`src/hw/rtl/bbc_pkg.sv`:
```
// Shared constants and types for the balanced bracket counter.
`timescale 1ns / 1ps
package bbc_pkg;

   // Widths, modulus, its multiples and Fermat exponent used for the inverse
   localparam int unsigned MUL_W = 30;
   localparam int unsigned CNT_W = 5;
   localparam int unsigned SUM_W = 32;

   localparam logic [MUL_W-1:0] PRIME_MOD  = 30'd1000000007;
   localparam logic [MUL_W-1:0] FERMAT_EXP = 30'd1000000005;
   localparam logic [SUM_W-1:0] PRIME_X1   = 32'd1000000007;
   localparam logic [SUM_W-1:0] PRIME_X2   = 32'd2000000014;

   // Start command for the bit-serial modular multiplier
   typedef struct packed {
      logic             start;
      logic [CNT_W-1:0] nbits;
   } mm_cmd_type;

endpackage

```
`src/hw/rtl/bbc_modmul.sv`:
```
// Bit-serial modular multiplier: one bit of the second operand per cycle, MSB first.
`timescale 1ns / 1ps
module bbc_modmul (
   input  logic                      clock,
   input  logic                      reset,
   input  bbc_pkg::mm_cmd_type       cmd,
   input  logic [bbc_pkg::MUL_W-1:0] op_a,
   input  logic [bbc_pkg::MUL_W-1:0] op_b,
   output logic [bbc_pkg::MUL_W-1:0] result,
   output logic                      busy
);
   import bbc_pkg::*;

   logic [MUL_W-1:0] a_ff, a_in;
   logic [MUL_W-1:0] b_ff, b_in;
   logic [MUL_W-1:0] acc_ff, acc_in;
   logic [CNT_W-1:0] cnt_ff, cnt_in;
   logic             busy_ff, busy_in;
   logic [SUM_W-1:0] sum;

   // Double and add, then fold back below the modulus
   always_comb begin
      sum = {1'b0, acc_ff, 1'b0} + (b_ff[MUL_W-1] ? {2'b00, a_ff} : '0);
      a_in    = a_ff;
      b_in    = b_ff;
      acc_in  = acc_ff;
      cnt_in  = cnt_ff;
      busy_in = busy_ff;
      if (cmd.start) begin
         a_in    = op_a;
         b_in    = op_b << (CNT_W'(MUL_W) - cmd.nbits);
         acc_in  = '0;
         cnt_in  = cmd.nbits;
         busy_in = 1'b1;
      end else if (busy_ff) begin
         if (sum >= PRIME_X2) begin
            acc_in = MUL_W'(sum - PRIME_X2);
         end else if (sum >= PRIME_X1) begin
            acc_in = MUL_W'(sum - PRIME_X1);
         end else begin
            acc_in = MUL_W'(sum);
         end
         b_in   = b_ff << 1;
         cnt_in = cnt_ff - 1'b1;
         if (cnt_ff == CNT_W'(1)) begin
            busy_in = 1'b0;
         end
      end
   end

   always_ff @(posedge clock) begin
      if (reset) begin
         busy_ff <= 1'b0;
         cnt_ff  <= '0;
      end else begin
         busy_ff <= busy_in;
         cnt_ff  <= cnt_in;
      end
      a_ff   <= a_in;
      b_ff   <= b_in;
      acc_ff <= acc_in;
   end

   assign result = acc_ff;
   assign busy   = busy_ff;

endmodule

```
`src/hw/rtl/balanced_bracket_count_mod_prime_top.sv`:
```
// Top level: Catalan number of a bracket-sequence length modulo 1000000007.
// For length 2k the block runs k+1 steps of two parallel W-bit serial multipliers
//   (W = bits of the length port), then 46 multiplies for the Fermat inverse and the final product.
// Odd or out-of-range lengths go straight to the done state and return a count of zero.
// Throughput: one transaction at a time; a new request is taken once the result is queued.
// Reset: synchronous, active high; clears the sequencer and the response valid.
`timescale 1ns / 1ps
module balanced_bracket_count_mod_prime_top #(
   parameter int unsigned MAX_LENGTH = 2097152,
   localparam int unsigned LEN_W     = $clog2(MAX_LENGTH + 1)
) (
   input  logic                      clock,
   input  logic                      reset,
   input  logic                      req_valid,
   output logic                      req_ready,
   input  logic [LEN_W-1:0]          req_sequence_length,
   output logic                      rsp_valid,
   input  logic                      rsp_ready,
   output logic [bbc_pkg::MUL_W-1:0] rsp_sequence_count
);
   import bbc_pkg::*;

   typedef enum logic [3:0] {
      ST_IDLE, ST_PROD, ST_PROD_WAIT, ST_SQ, ST_SQ_WAIT,
      ST_MUL, ST_MUL_WAIT, ST_FIN, ST_FIN_WAIT, ST_DONE
   } state_type;

   state_type        state_ff, state_in;
   logic [LEN_W-1:0] k_ff, k_in;
   logic [LEN_W-1:0] j_ff, j_in;
   logic [CNT_W-1:0] e_ff, e_in;
   logic [MUL_W-1:0] num_ff, num_in;
   logic [MUL_W-1:0] den_ff, den_in;
   logic [MUL_W-1:0] inv_ff, inv_in;
   logic             rsp_valid_ff, rsp_valid_in;
   logic [MUL_W-1:0] rsp_count_ff, rsp_count_in;

   mm_cmd_type       cmd0, cmd1;
   logic [MUL_W-1:0] a0, b0, a1, b1, res0, res1;
   logic             busy0, busy1;
   logic [LEN_W-1:0] num_factor;
   logic             len_ok;

   bbc_modmul u_mul0 (
      .clock  (clock),
      .reset  (reset),
      .cmd    (cmd0),
      .op_a   (a0),
      .op_b   (b0),
      .result (res0),
      .busy   (busy0)
   );

   bbc_modmul u_mul1 (
      .clock  (clock),
      .reset  (reset),
      .cmd    (cmd1),
      .op_a   (a1),
      .op_b   (b1),
      .result (res1),
      .busy   (busy1)
   );

   // Numerator runs k+1..2k, then multiplies by one on the extra denominator step
   assign num_factor = (j_ff <= k_ff) ? LEN_W'(k_ff + j_ff) : LEN_W'(1);
   assign len_ok     = (req_sequence_length <= LEN_W'(MAX_LENGTH))
                       && !req_sequence_length[0];

   // Sequence the product, inverse and final multiply
   always_comb begin
      state_in     = state_ff;
      k_in         = k_ff;
      j_in         = j_ff;
      e_in         = e_ff;
      num_in       = num_ff;
      den_in       = den_ff;
      inv_in       = inv_ff;
      rsp_valid_in = rsp_valid_ff && !rsp_ready;
      rsp_count_in = rsp_count_ff;
      cmd0         = '{start: 1'b0, nbits: CNT_W'(MUL_W)};
      cmd1         = '{start: 1'b0, nbits: CNT_W'(LEN_W)};
      a0           = inv_ff;
      b0           = inv_ff;
      a1           = den_ff;
      b1           = MUL_W'(j_ff);

      case (state_ff)
         ST_IDLE: begin
            if (req_valid) begin
               k_in   = req_sequence_length >> 1;
               j_in   = LEN_W'(1);
               num_in = MUL_W'(1);
               den_in = MUL_W'(1);
               if (len_ok) begin
                  state_in = ST_PROD;
               end else begin
                  num_in   = '0;
                  state_in = ST_DONE;
               end
            end
         end
         ST_PROD: begin
            cmd0     = '{start: 1'b1, nbits: CNT_W'(LEN_W)};
            cmd1     = '{start: 1'b1, nbits: CNT_W'(LEN_W)};
            a0       = num_ff;
            b0       = MUL_W'(num_factor);
            state_in = ST_PROD_WAIT;
         end
         ST_PROD_WAIT: begin
            if (!busy0 && !busy1) begin
               num_in = res0;
               den_in = res1;
               if (j_ff == LEN_W'(k_ff + 1'b1)) begin
                  inv_in   = MUL_W'(1);
                  e_in     = CNT_W'(MUL_W - 1);
                  state_in = ST_SQ;
               end else begin
                  j_in     = j_ff + 1'b1;
                  state_in = ST_PROD;
               end
            end
         end
         ST_SQ: begin
            cmd0     = '{start: 1'b1, nbits: CNT_W'(MUL_W)};
            state_in = ST_SQ_WAIT;
         end
         ST_SQ_WAIT: begin
            if (!busy0) begin
               inv_in = res0;
               if (FERMAT_EXP[e_ff]) begin
                  state_in = ST_MUL;
               end else if (e_ff == '0) begin
                  state_in = ST_FIN;
               end else begin
                  e_in     = e_ff - 1'b1;
                  state_in = ST_SQ;
               end
            end
         end
         ST_MUL: begin
            cmd0     = '{start: 1'b1, nbits: CNT_W'(MUL_W)};
            b0       = den_ff;
            state_in = ST_MUL_WAIT;
         end
         ST_MUL_WAIT: begin
            if (!busy0) begin
               inv_in = res0;
               if (e_ff == '0) begin
                  state_in = ST_FIN;
               end else begin
                  e_in     = e_ff - 1'b1;
                  state_in = ST_SQ;
               end
            end
         end
         ST_FIN: begin
            cmd0     = '{start: 1'b1, nbits: CNT_W'(MUL_W)};
            a0       = num_ff;
            state_in = ST_FIN_WAIT;
         end
         ST_FIN_WAIT: begin
            if (!busy0) begin
               num_in   = res0;
               state_in = ST_DONE;
            end
         end
         ST_DONE: begin
            // Hand the count to the output register once it is free
            if (!rsp_valid_ff || rsp_ready) begin
               rsp_valid_in = 1'b1;
               rsp_count_in = num_ff;
               state_in     = ST_IDLE;
            end
         end
         default: begin
            state_in = ST_IDLE;
         end
      endcase
   end

   always_ff @(posedge clock) begin
      if (reset) begin
         state_ff     <= ST_IDLE;
         rsp_valid_ff <= 1'b0;
      end else begin
         state_ff     <= state_in;
         rsp_valid_ff <= rsp_valid_in;
      end
      k_ff         <= k_in;
      j_ff         <= j_in;
      e_ff         <= e_in;
      num_ff       <= num_in;
      den_ff       <= den_in;
      inv_ff       <= inv_in;
      rsp_count_ff <= rsp_count_in;
   end

   assign req_ready          = (state_ff == ST_IDLE);
   assign rsp_valid          = rsp_valid_ff;
   assign rsp_sequence_count = rsp_count_ff;

   // Count is a reduced residue whenever the response is valid
   a_count_reduced: assert property (@(posedge clock) disable iff (reset)
      rsp_valid |-> (rsp_sequence_count < PRIME_MOD))
      else $error("response count not below modulus");

   // An accepted request occupies the block
   a_busy_after_accept: assert property (@(posedge clock) disable iff (reset)
      (req_valid && req_ready) |=> !req_ready)
      else $error("request accepted twice in a row");

   // Multipliers stay quiet while no request is in flight
   a_mul_idle: assert property (@(posedge clock) disable iff (reset)
      (state_ff == ST_IDLE) |-> (!busy0 && !busy1))
      else $error("multiplier busy while idle");

   // A new response is only loaded from the done state
   a_rsp_from_done: assert property (@(posedge clock) disable iff (reset)
      $rose(rsp_valid) |-> ($past(state_ff) == ST_DONE))
      else $error("response raised outside done state");

endmodule
```
`config.mk`:
```
export PLATFORM = sky130hd
export DESIGN_NAME = balanced_bracket_count_mod_prime_top
export DESIGN_NICKNAME = d
export VERILOG_FILES = /design/src/hw/rtl/bbc_pkg.sv /design/src/hw/rtl/bbc_modmul.sv /design/src/hw/rtl/balanced_bracket_count_mod_prime_top.sv
export SDC_FILE = /design/constraint.sdc
export NUM_CORES = 1
export LEC_CHECK = 0
export ABC_AREA = 1
export BUFFER_PORTS_ARGS = -buffer_cell sky130_fd_sc_hd__buf_2
export CORE_ASPECT_RATIO = 0.9
export CORE_UTILIZATION = 25
export DETAILED_ROUTE_END_ITERATION = 10
export GPL_ROUTABILITY_DRIVEN = 0
export GPL_TIMING_DRIVEN = 0
export PLACE_DENSITY_LB_ADDON = 0.05
export SYNTH_ARGS = -nofsm -noshare
export SYNTH_HDL_FRONTEND = slang
export SYNTH_SLANG_ARGS = --single-unit
export TNS_END_PERCENT = 20
```
`constraint.sdc`:
```
create_clock -name clock -period 10.27 [get_ports clock]
set_input_delay 2.054 -clock clock [delete_from_list [all_inputs] [get_ports clock]]
set_output_delay 2.054 -clock clock [all_outputs]
set_load 0.02 [all_outputs]
```
* Word level (Yosys, flattened, before mapping)
Memory sizes are Yosys's and may differ from the RTL's. A register that Yosys moved wholly into a read port is not among the register bits.
Cells that the tools add are included.
Widths: inputs -> output; s select.
** Storage, ports and cells
- ROM bits :: 32
- Register bits :: 365
- Input bits :: 26
- Memory bits (writable) :: 0
- Logic and storage cells :: 155
- Output and inout bits :: 32
- Latch bits :: 0
- Memories :: 1
** Cells by class
- Div/mod/pow operators :: 0
- Add/sub/neg operators :: 14
- Multiplexer cells :: 62
- Bitwise operators :: 0
- Equality and inequality tests :: 22
- Shift-type cells :: 2
- Reduce and logical (&&, ||, !) cells :: 28
- $lt $le $gt $ge :: 7
- Multiply operators :: 0
** Memories
- (no name shown) :: words 32, width 1, rd ports 1, clocked after Yosys merged registers in 1, write ports 0, line balanced_bracket_count_mod_prime_top.sv:130 : if (FERMAT_EXP[e_ff]) begin
** Operator list (number)
- $mux 30 :: 18
- $pmux 30 s2 :: 3
- $sub 30x30->30 const B :: 4
- $pmux 30 s3 :: 1
- $mux 22 :: 4
- $add 31x30->32 :: 2
- $ge 32x30->1 const B :: 2
- $ge 32x31->1 const B :: 2
- $mux 5 :: 11
- $pmux 22 s2 :: 1
- $pmux 4 s10 :: 1
- $shl 22x5->30 :: 1
- $shl 30x5->30 :: 1
- $mux 4 :: 7
- $add 21x1->22 const B :: 1
- $add 21x22->22 :: 1
- $add 22x1->22 const B :: 1
- $eq 22x22->1 :: 1
- $le 22x21->1 :: 1
- $le 22x22->1 const B :: 1
- $ne 2x2->1 const B :: 10
- $eq 4x3->1 const B :: 4
- $pmux 5 s3 :: 1
- $sub 5x1->5 const B :: 3
- 24 further kinds :: 53

* Depth between registers and ports, before layout
Gate-level depths: netlist of run 1.
- Depth after elaboration :: 6
- Gate-level depth with buffers :: 31

* Cells and area by module
A second synthesis of run 1 with hierarchy kept.
** Unflattened totals
- Cells, all modules :: 4676
- Area, all modules :: 30802.0 um^2
** By module, submodules not included
- bbc_modmul at u_mul0 :: times used 1, area each 10339.9 um^2, cells each 1748, sequential area each 2522.4 um^2
- bbc_modmul at u_mul1 :: times used 1, area each 10278.6 um^2, cells each 1753, sequential area each 2522.4 um^2
- balanced_bracket_count_mod_prime_top :: times used 1, area each 10183.5 um^2, cells each 1175, sequential area each 5165.0 um^2

* Least setup slack after synthesis of run 1
No wires, ideal clock.
- Path type :: in2reg
- From :: input port req_valid
- To :: register num_ff[0] (enable)
- Path slack :: 5314 ps
- Cell stages on the path :: 2
- Buffers on the path :: 0
- Arrival time :: 4493 ps
- Setup time :: 463 ps
- Cells stage by stage :: o21ai_0 -> a211oi_1
** On the way
- Longest elaborated chain between the ends :: 2
** RTL lines
- from (decl) :: line balanced_bracket_count_mod_prime_top.sv:14 : input logic req_valid,
- $ne 2x2->1 (no line)
- $reduce_and 4->1 (no line)
- to (signal assigned) :: line balanced_bracket_count_mod_prime_top.sv:192 : num_ff <= num_in;
- to (decl) :: line balanced_bracket_count_mod_prime_top.sv:32 : logic [MUL_W-1:0] num_ff, num_in;
No other way between the ends.
A chain may end at the register's enable or synchronous reset.

* Final worst setup path of run 1
- From :: register u_mul0.b_ff[29]
- To :: register u_mul0.acc_ff[23] (netlist: u_mul0.result[23])
** On the way
- Longest elaborated chain between the ends :: 5
- Elaborated cells on any way between the ends :: 8
** RTL lines
- from (decl) :: line bbc_modmul.sv:15 : logic [MUL_W-1:0] b_ff, b_in;
- from (signal assigned) :: line bbc_modmul.sv:60 : b_ff <= b_in;
- $mux 30 (*) :: line bbc_modmul.sv:23 : sum = {1'b0, acc_ff, 1'b0} + (b_ff[MUL_W-1] ? {2'b00, a_ff} : '0);
- $add 31x30->32 (*) :: line bbc_modmul.sv:23
- $sub 30x30->30 / $ge 32x30->1 (equally long branches) :: line bbc_modmul.sv:39, bbc_modmul.sv:38
- $mux 30 :: line bbc_modmul.sv:38 : end else if (sum >= PRIME_X1) begin
- $mux 30 (*) :: line bbc_modmul.sv:36 : if (sum >= PRIME_X2) begin
- to (signal assigned) :: line bbc_modmul.sv:61 : acc_ff <= acc_in;
- to (decl) :: line bbc_modmul.sv:16 : logic [MUL_W-1:0] acc_ff, acc_in;
Every way passes the cells marked *; elsewhere a longest branch is shown, timed or not.

==> parameters.txt, run 1 <==
Parameter                              Value

Run status
  Status    finished, final reports clean

Route
  TritonRoute pass-1 iters    5
  Detailed-routing wirelength on met1    approximately 57000 um
  Total Routed Length    108000 um
  DRC violation count after routing    0
  Sum of met2 wire segment lengths after detailed routing    43900 um
  Met3 routed wirelength    about 4800 um
  Via total after detailed routing    25200
  Violation count after the first detailed-routing iteration    1871
  Vias per Instance    about 4.6
  WL/cell    19.5 um
  Highest metal used    met5
  Count of nets left with antenna violations after detail routing    0

Layout
  Number of nets in the finished design    roughly 4200
  Growth of design area from synthesis to finish    13.8%
  Fraction of layout instances using a drive strength above 1    6.14%

Timing
  Final setup skew    0.0366 ns
  RSZ-0062 raised after global routing    no
  Final setup violation count    0
  Final cycle utilization of the critical path    55.9%
  Least-Margin Pin Slew    between 1 and 1.5 ns
  Worst slew slack as a fraction of its limit    about 28%
  Max-slew violations    0
  Achievable Freq    roughly 170 MHz
  Final hold viol count    0
  Crit path time final    5.74 ns
  Setup TNS    0 ns

Clocking
  Clock Sink Count    358
  Clock transition at the registers of the reported paths    0.06 ns
  Clock tree from TritonCTS    built
  Clock Tree Buf Depth    3
  Root cell of the clock tree    clkbuf_16
  Deepest level of the CTS H-tree    2
  Quantity of gates resized following cts    0
  Hold buffers post-CTS    0
  Post-CTS Setup Inserts    0
  Clock insertion delay at the later pin of the skew report    0.62 ns
  Total clock buffers created by CTS    45

Setup path
  Sort of element at the end of the critical path    register
  Setup slack of the most critical reg-to-reg path    4.53 ns
  Startpoint-to-endpoint class of the critical path    register to register
  Crit path required time    10.81 ns
  Slowest stage delay, CP    0.67 ns
  Worst setup SP type    register
  Top Family by Delay on Critical Path    simple AND/OR/NAND/NOR gates
  Cell with the most instances on the worst path    nand2_1
  Slowest stage cell, crit path    clkbuf_1
  Number of buffer and inverter instances along the worst setup path    6
  Critical-path maximum fanout    10
  Arrival @ worst endpoint    ~6.3 ns

Logic synthesis
  Share of synthesized registers carrying an async set or reset    0%
  Top cell types by occurrence after synthesis    nand2_1, inv_1, nor2_1
  Net Count, Synth    a little over 4000
  Most instantiated library cell after synthesis    nand2_1
  Count of distinct cell types in the synthesized netlist    56
  Ranking of synthesized cells by area    edfxtp_1, nand2_1, inv_1
  Warnings from Yosys    0
  Sequential fraction of the synthesis area    37.1%
  Synthesized area divided by synthesized cell count    6.73 um2
  Ys flop type    edfxtp_1
  Area share of the leading cell type in the synthesized netlist    31.3%
  Count of flip-flops with a built-in enable after synthesis    280
  Library cell with the largest summed area after synthesis    edfxtp_1
  Mapped Area    26900 um2
  Number of storage elements in the synthesis netlist    358
  Cell count after synthesis    ~4000

Power
  Cell leakage power    14.7 nW
  Power Total    ~11 mW
  Switching part of the total    53.4%
  Proportion of power drawn by the clock network    14.0%
  Relative contribution of combinational cells to total power    between 60 and 70%
  Power density normalized to cell area    roughly 370 nW/um2
  Sequential share of power    24.4%
  Worst-case vdd ir drop    0.000175 V
  Switching power total    6.08 mW
  Cell internal power dissipation    5.30 mW

Die
  Die Ht    313 um
  Die span in x    348 um
  Boundary pin count    between 50 and 60
  Placeable core region    106000 um2
  Count of standard-cell rows    between 100 and 150
  Total die area    109000 um2
  Initial standard-cell utilization of the core    25.3%

Global routing
  Antenna violations before repair    4
  Pin count of the biggest net entering global routing    34
  Wire length of the first global-routing pass    160000 um
  Total track usage    around 20%
  Leftover overflow at the end of global routing    0
  Via count of the first global-routing pass    24500

Hold path
  Worst hold path class    register to register

Flow run
  Maximum Capacitance Violations    0

Placement
  Estimated wirelength of the detail-placed design    89100 um
  Number of input and output port buffers inserted    57
-- metrics by stage --
step | utilization (%) | cell area [um2] | setup WS, ns | hold WS (ns) | cells
after floorplan | - | 26900 | 5.31 | 0.420 | 3989
after global placement | 27.2 | 28900 | 2.68 | 0.437 | 5426
after detailed placement | 27.5 | 29100 | 4.54 | 0.443 | 5436
after CTS | 28.8 | 30600 | 4.54 | 0.456 | 5519
after global routing | 28.8 | 30600 | 4.04 | 0.464 | 5519
final | 28.8 | 30600 | 4.53 | 0.457 | 5521
-- cells by family after synthesis --
kind of cell | after synthesis | share of synthesized area [%]
simple gates | 2287 | 35.1
compound gates | 401 | 8.03
fa+ha+maj | 117 | 5.53
xor+xnor | 98 | 3.38
buf+inv | 716 | 10.3
flops | 358 | 37.1
mux | 12 | 0.503
-- metal layers --
metal / vias up / GRT usage [%]
met5: - / 0
met3: 75 / 2.82
li1: 12900 / -
met2: 454 / 28.9
met4: 2 / 3.80
met1: 11800 / 30.2
-- power by group through the flow --
stage / sequential (mW) / clock (mW) / combinational, mW
after floorplan: 2.65 / 0 / 4.67
after global placement: 2.87 / 0 / 6.95
after detailed placement: 2.81 / 0 / 7.03
after CTS: 2.79 / 1.64 / 7.06
after global routing: 2.84 / 1.70 / 7.93
final: 2.78 / 1.59 / 7.01
-- worst paths after layout --
kind                         from                     to  cells past startpoint
hold / removal          num_ff[7]  rsp_sequence_count[7]                      0
setup / recovery  u_mul0.b_ff[29]      u_mul0.result[23]                     29
setup reg to reg  u_mul0.b_ff[29]      u_mul0.result[23]                     29
hold reg to reg         num_ff[7]  rsp_sequence_count[7]                      0
-- placed cells by master, fill, tap and decap left out, types with 4 or more instances in the layout --
cell type,n
nand2_1,1433
inv_1,621
nor2_1,390
nand3_1,287
edfxtp_1,280
a21oi_1,157
o21ai_0,155
ha_1,114
xor2_1,79
dfxtp_1,78
buf_2,68
clkbuf_1,61
nand4_1,52
clkbuf_16,46
nor3_1,38
nand2_2,32
o21ai_1,25
inv_2,15
xnor2_1,14
mux2_2,12
nor2_2,12
nor4_1,10
a31oi_1,10
nand3b_1,9
clkinv_2,9
o21a_1,8
buf_6,8
a22oi_1,7
o211ai_1,6
o22ai_1,6
clkbuf_8,6
nor3b_1,5
clkinv_1,5
o21bai_1,5
a21o_1,5
buf_4,5
buf_12,5
nor2_4,4
nand2_4,4
buf_8,4
-- worst register-to-register path, delay by kind of cell, from the launching register on --
| kind | cells | cell delay [ns] |
|---|---|---|
| adder cells (fa/ha/maj) | 2 | 0.74 |
| buffers and inverters | 6 | 1.71 |
| AND/OR/NAND/NOR | 21 | 2.86 |
| flip-flops | 1 | 0.39 |
-- registers in the layout, summed over array words and instances, names as in the netlist, 22 cells and up, named ones only --
name,flops
a1,30
inv_ff,30
j_ff,22
num_ff,30
rsp_sequence_count,30
u_mul0.a_ff,30
u_mul0.b_ff,30
u_mul0.result,30
u_mul1.a_ff,30
u_mul1.b_ff,22
u_mul1.result,30
-- cell type report --
cell class,count,area (um2)
Fill cell,12000,75500
Multi-Input combinational cell,2915,14200
Sequential cell,358,9970
Inverter,639,2400
Tap cell,1380,1730
Clock buffer,64,1280
Timing Repair Buffer,67,473
Buffer,77,384
Clock inverter,19,174
Antenna cell,2,5.00
Note: power is estimated with default switching activity, not from simulation.
==> inputs of run 2 (changes only) <==
--- a/config.mk
+++ b/config.mk
@@ -5,7 +5,7 @@
 export SDC_FILE = /design/constraint.sdc
 export NUM_CORES = 1
 export LEC_CHECK = 0
-export ABC_AREA = 1
+export ABC_AREA = 0
 export BUFFER_PORTS_ARGS = -buffer_cell sky130_fd_sc_hd__buf_2
 export CORE_ASPECT_RATIO = 0.9
 export CORE_UTILIZATION = 25
==> constraint.sdc (replaced) <==
create_clock -name clock -period 5.5 [get_ports clock]
set_input_delay 1.1 -clock clock [delete_from_list [all_inputs] [get_ports clock]]
set_output_delay 1.1 -clock clock [all_outputs]
set_load 0.02 [all_outputs]
==> parameters.txt, run 2 <==
Parameter                              Value

Run status
  Status    finished, final reports clean

Global routing
  Total track usage    a little under a fifth
  Leftover overflow at the end of global routing    0
  Antenna violations before repair    2
  Pin count of the biggest net entering global routing    31
  Via count of the first global-routing pass    18800
  Wire length of the first global-routing pass    between 100000 and 150000 um

Route
  DRC violation count after routing    0
  Vias per Instance    5.08
  TritonRoute pass-1 iters    7
  Violation count after the first detailed-routing iteration    about 1400
  Total Routed Length    approximately 90000 um
  Count of nets left with antenna violations after detail routing    0
  WL/cell    23.0 um
  Via total after detailed routing    19500

Logic synthesis
  Net Count, Synth    2592
  Sequential fraction of the synthesis area    42.7%
  Synthesized area divided by synthesized cell count    between 9 and 10 um2
  Count of distinct cell types in the synthesized netlist    ~110
  Warnings from Yosys    0
  Ranking of synthesized cells by area    edfxtp_1, dfxtp_1, ha_1
  Mapped Area    between 20000 and 25000 um2
  Area share of the leading cell type in the synthesized netlist    36.0%
  Most instantiated library cell after synthesis    edfxtp_1
  Top cell types by occurrence after synthesis    edfxtp_1, nand2_1, nor2_1
  Cell count after synthesis    2449
  Number of storage elements in the synthesis netlist    358
  Count of flip-flops with a built-in enable after synthesis    280
  Ys flop type    edfxtp_1
  Share of synthesized registers carrying an async set or reset    0%
  Library cell with the largest summed area after synthesis    edfxtp_1

Layout
  Growth of design area from synthesis to finish    17.1%
  Fraction of layout instances using a drive strength above 1    12.3%
  Number of filler cells placed in the layout    9661
  Most frequent standard cell in the layout excluding fill and tap cells    edfxtp_1
  Number of nets in the finished design    2709
  Most frequent cells in the layout    edfxtp_1, nand2_1, nor2_1
  Final standard cell count with taps included and fillers excluded    3833
  Share of the core filled with cells    29.7%
  Number of diodes added for antenna fixing    0

Timing
  Setup TNS    0 ns
  Max-slew violations    0
  Final cycle utilization of the critical path    a little over nine tenths
  RSZ-0062 raised after global routing    yes
  Final hold viol count    0
  Achievable Freq    around 190 MHz
  Post-route worst hold slack    0.443 ns
  Least-Margin Pin Slew    1.32 ns
  Crit path time final    between 5 and 6 ns
  Final setup violation count    0
  Final setup skew    between 0.015 and 0.02 ns
  Worst slew slack as a fraction of its limit    11.9%

Setup path
  Critical-path maximum fanout    10
  Reg2reg start    u_mul1.b_ff[29]
  Startpoint-to-endpoint class of the critical path    register to register
  Critical path destination    u_mul1.result[20]
  Sort of element at the end of the critical path    register
  Setup slack of the most critical reg-to-reg path    about 0.20 ns
  Worst setup SP type    register
  Crit path required time    just under 6 ns
  Destination of the worst register-to-register timing path    u_mul1.result[20]
  Worst-case reg-to-reg path depth    22
  Start point of the critical path    u_mul1.b_ff[29]
  Arrival @ worst endpoint    about 5.7 ns

Clocking
  Clock Sink Count    358
  Clock transition at the registers of the reported paths    0.06 ns
  Clock insertion delay at the later pin of the skew report    0.59 ns
  Clock tree from TritonCTS    built
  Hold buffers post-CTS    0
  Root cell of the clock tree    clkbuf_16
  Total clock buffers created by CTS    46
  Clock Tree Buf Depth    3
  Deepest level of the CTS H-tree    2

Die
  Die Ht    292 um
  Die span in x    about 320 um
  Initial standard-cell utilization of the core    25.4%
  Total die area    approximately 95000 um2
  Boundary pin count    58
  Count of standard-cell rows    105
  Placeable core region    about 90000 um2

Power
  Cell leakage power    10.1 nW
  Power density normalized to cell area    715 nW/um2
  Worst-case vdd ir drop    0.000251 V
  Power Total    approximately 20 mW

Flow run
  Maximum Capacitance Violations    0

Placement
  Number of input and output port buffers inserted    between 50 and 60
  Estimated wirelength of the detail-placed design    68400 um
  Placed Cells    3742

Hold path
  Worst hold path class    register to register
run 2: cell types whose count changed after synthesis, sizes merged, moves of 65 or more:
| cell | delta |
|---|---|
| nand2 | -1239 |
| inv | -556 |
| nand3 | -244 |
| nor2 | -219 |
| and2 | +102 |
| xnor2 | +88 |
| and3 | +65 |
run 2: how the worst min path moves through the flow:
stage | startpoint | endpoint | slack (ns) | depth (start not counted)
after floorplan | num_ff[0] | rsp_sequence_count[0] | 0.42 | 0
after global placement | num_ff[22] | rsp_sequence_count[22] | 0.43 | 0
after detailed placement | num_ff[22] | rsp_sequence_count[22] | 0.43 | 0
after CTS | num_ff[5] | rsp_sequence_count[5] | 0.45 | 0
after global routing | num_ff[5] | rsp_sequence_count[5] | 0.46 | 0
final | num_ff[5] | rsp_sequence_count[5] | 0.44 | 0
run 2: logic make-up after synthesis:
| family | count (synthesis) | share of synthesized area, % |
|---|---|---|
| AOI/OAI and AO/OA | 681 | 20.1 |
| and+or+nand+nor | 881 | 19.0 |
| buffers and inverters | 209 | 3.59 |
| xor gates and xnor gates | 153 | 5.81 |
| DFF | 358 | 42.7 |
| muxes | 50 | 2.32 |
| adders and majority gates | 117 | 6.37 |
run 2: critical path, stage by stage, from the launching register on:
cell and delay (ns):
edfxtp_1 0.46, clkbuf_4 0.25, and2_1 0.14, ha_1 0.23
inv_1 0.08, fa_2 0.39, nand2b_1 0.23, a211oi_4 0.29
o31a_1 0.19, buf_4 0.18, a21oi_2 0.15, o211a_1 0.30
nor3_4 0.33, o21ai_0 0.20, nor4_2 0.24, buf_4 0.17
o311a_1 0.22, buf_6 0.18, nor2_2 0.08, buf_6 0.16
o21a_1 0.20, xnor2_1 0.29, o22ai_1 0.14
run 2: power by group:
part | switching (mW) | total (mW) | internal, mW
Combinational | 7.48 | 11.5 | 3.98
Clock | 1.27 | 3.11 | 1.84
Sequential | 0.742 | 4.96 | 4.21
run 2: metal layers:
metal	up-vias	wire [um]	share of wire (%)	GRT usage, %
met5	-	0	0	0
met4	0	1630	1.8	3.87
met3	77	4220	4.8	2.93
met2	440	36800	42	26.6
met1	9611	45400	52	27.9
li1	9344	-	-	-
run 2: cell type report:
type                       instances  area, um2  area share [%]
sequential                       358       9970            36.5
buffer                           121        543            1.99
timing repair buffer              76        533            1.95
clock inverter                    26        260           0.953
multi-input combinational       1882      12900            47.3
inverter                          81        304            1.11
clock buffer                      59       1250            4.58
tap                             1230       1540            5.64
run 2: repair_timing:
item	CTS	global route
pin swaps	3	10
buffers inserted	7	6
setup endpoints to repair	60	61
resized for setup	26	67
run 2: stage by stage:
stage | setup slack [ns] | cell area (um2)
2_1_floorplan | 1.11 | 23300
3_3_place_gp | -1.03 | 25100
3_5_place_dp | -1.03 | 25300
4_1_cts | 0.0124 | 27000
5_1_grt | -0.0487 | 27300
6_report | 0.203 | 27300
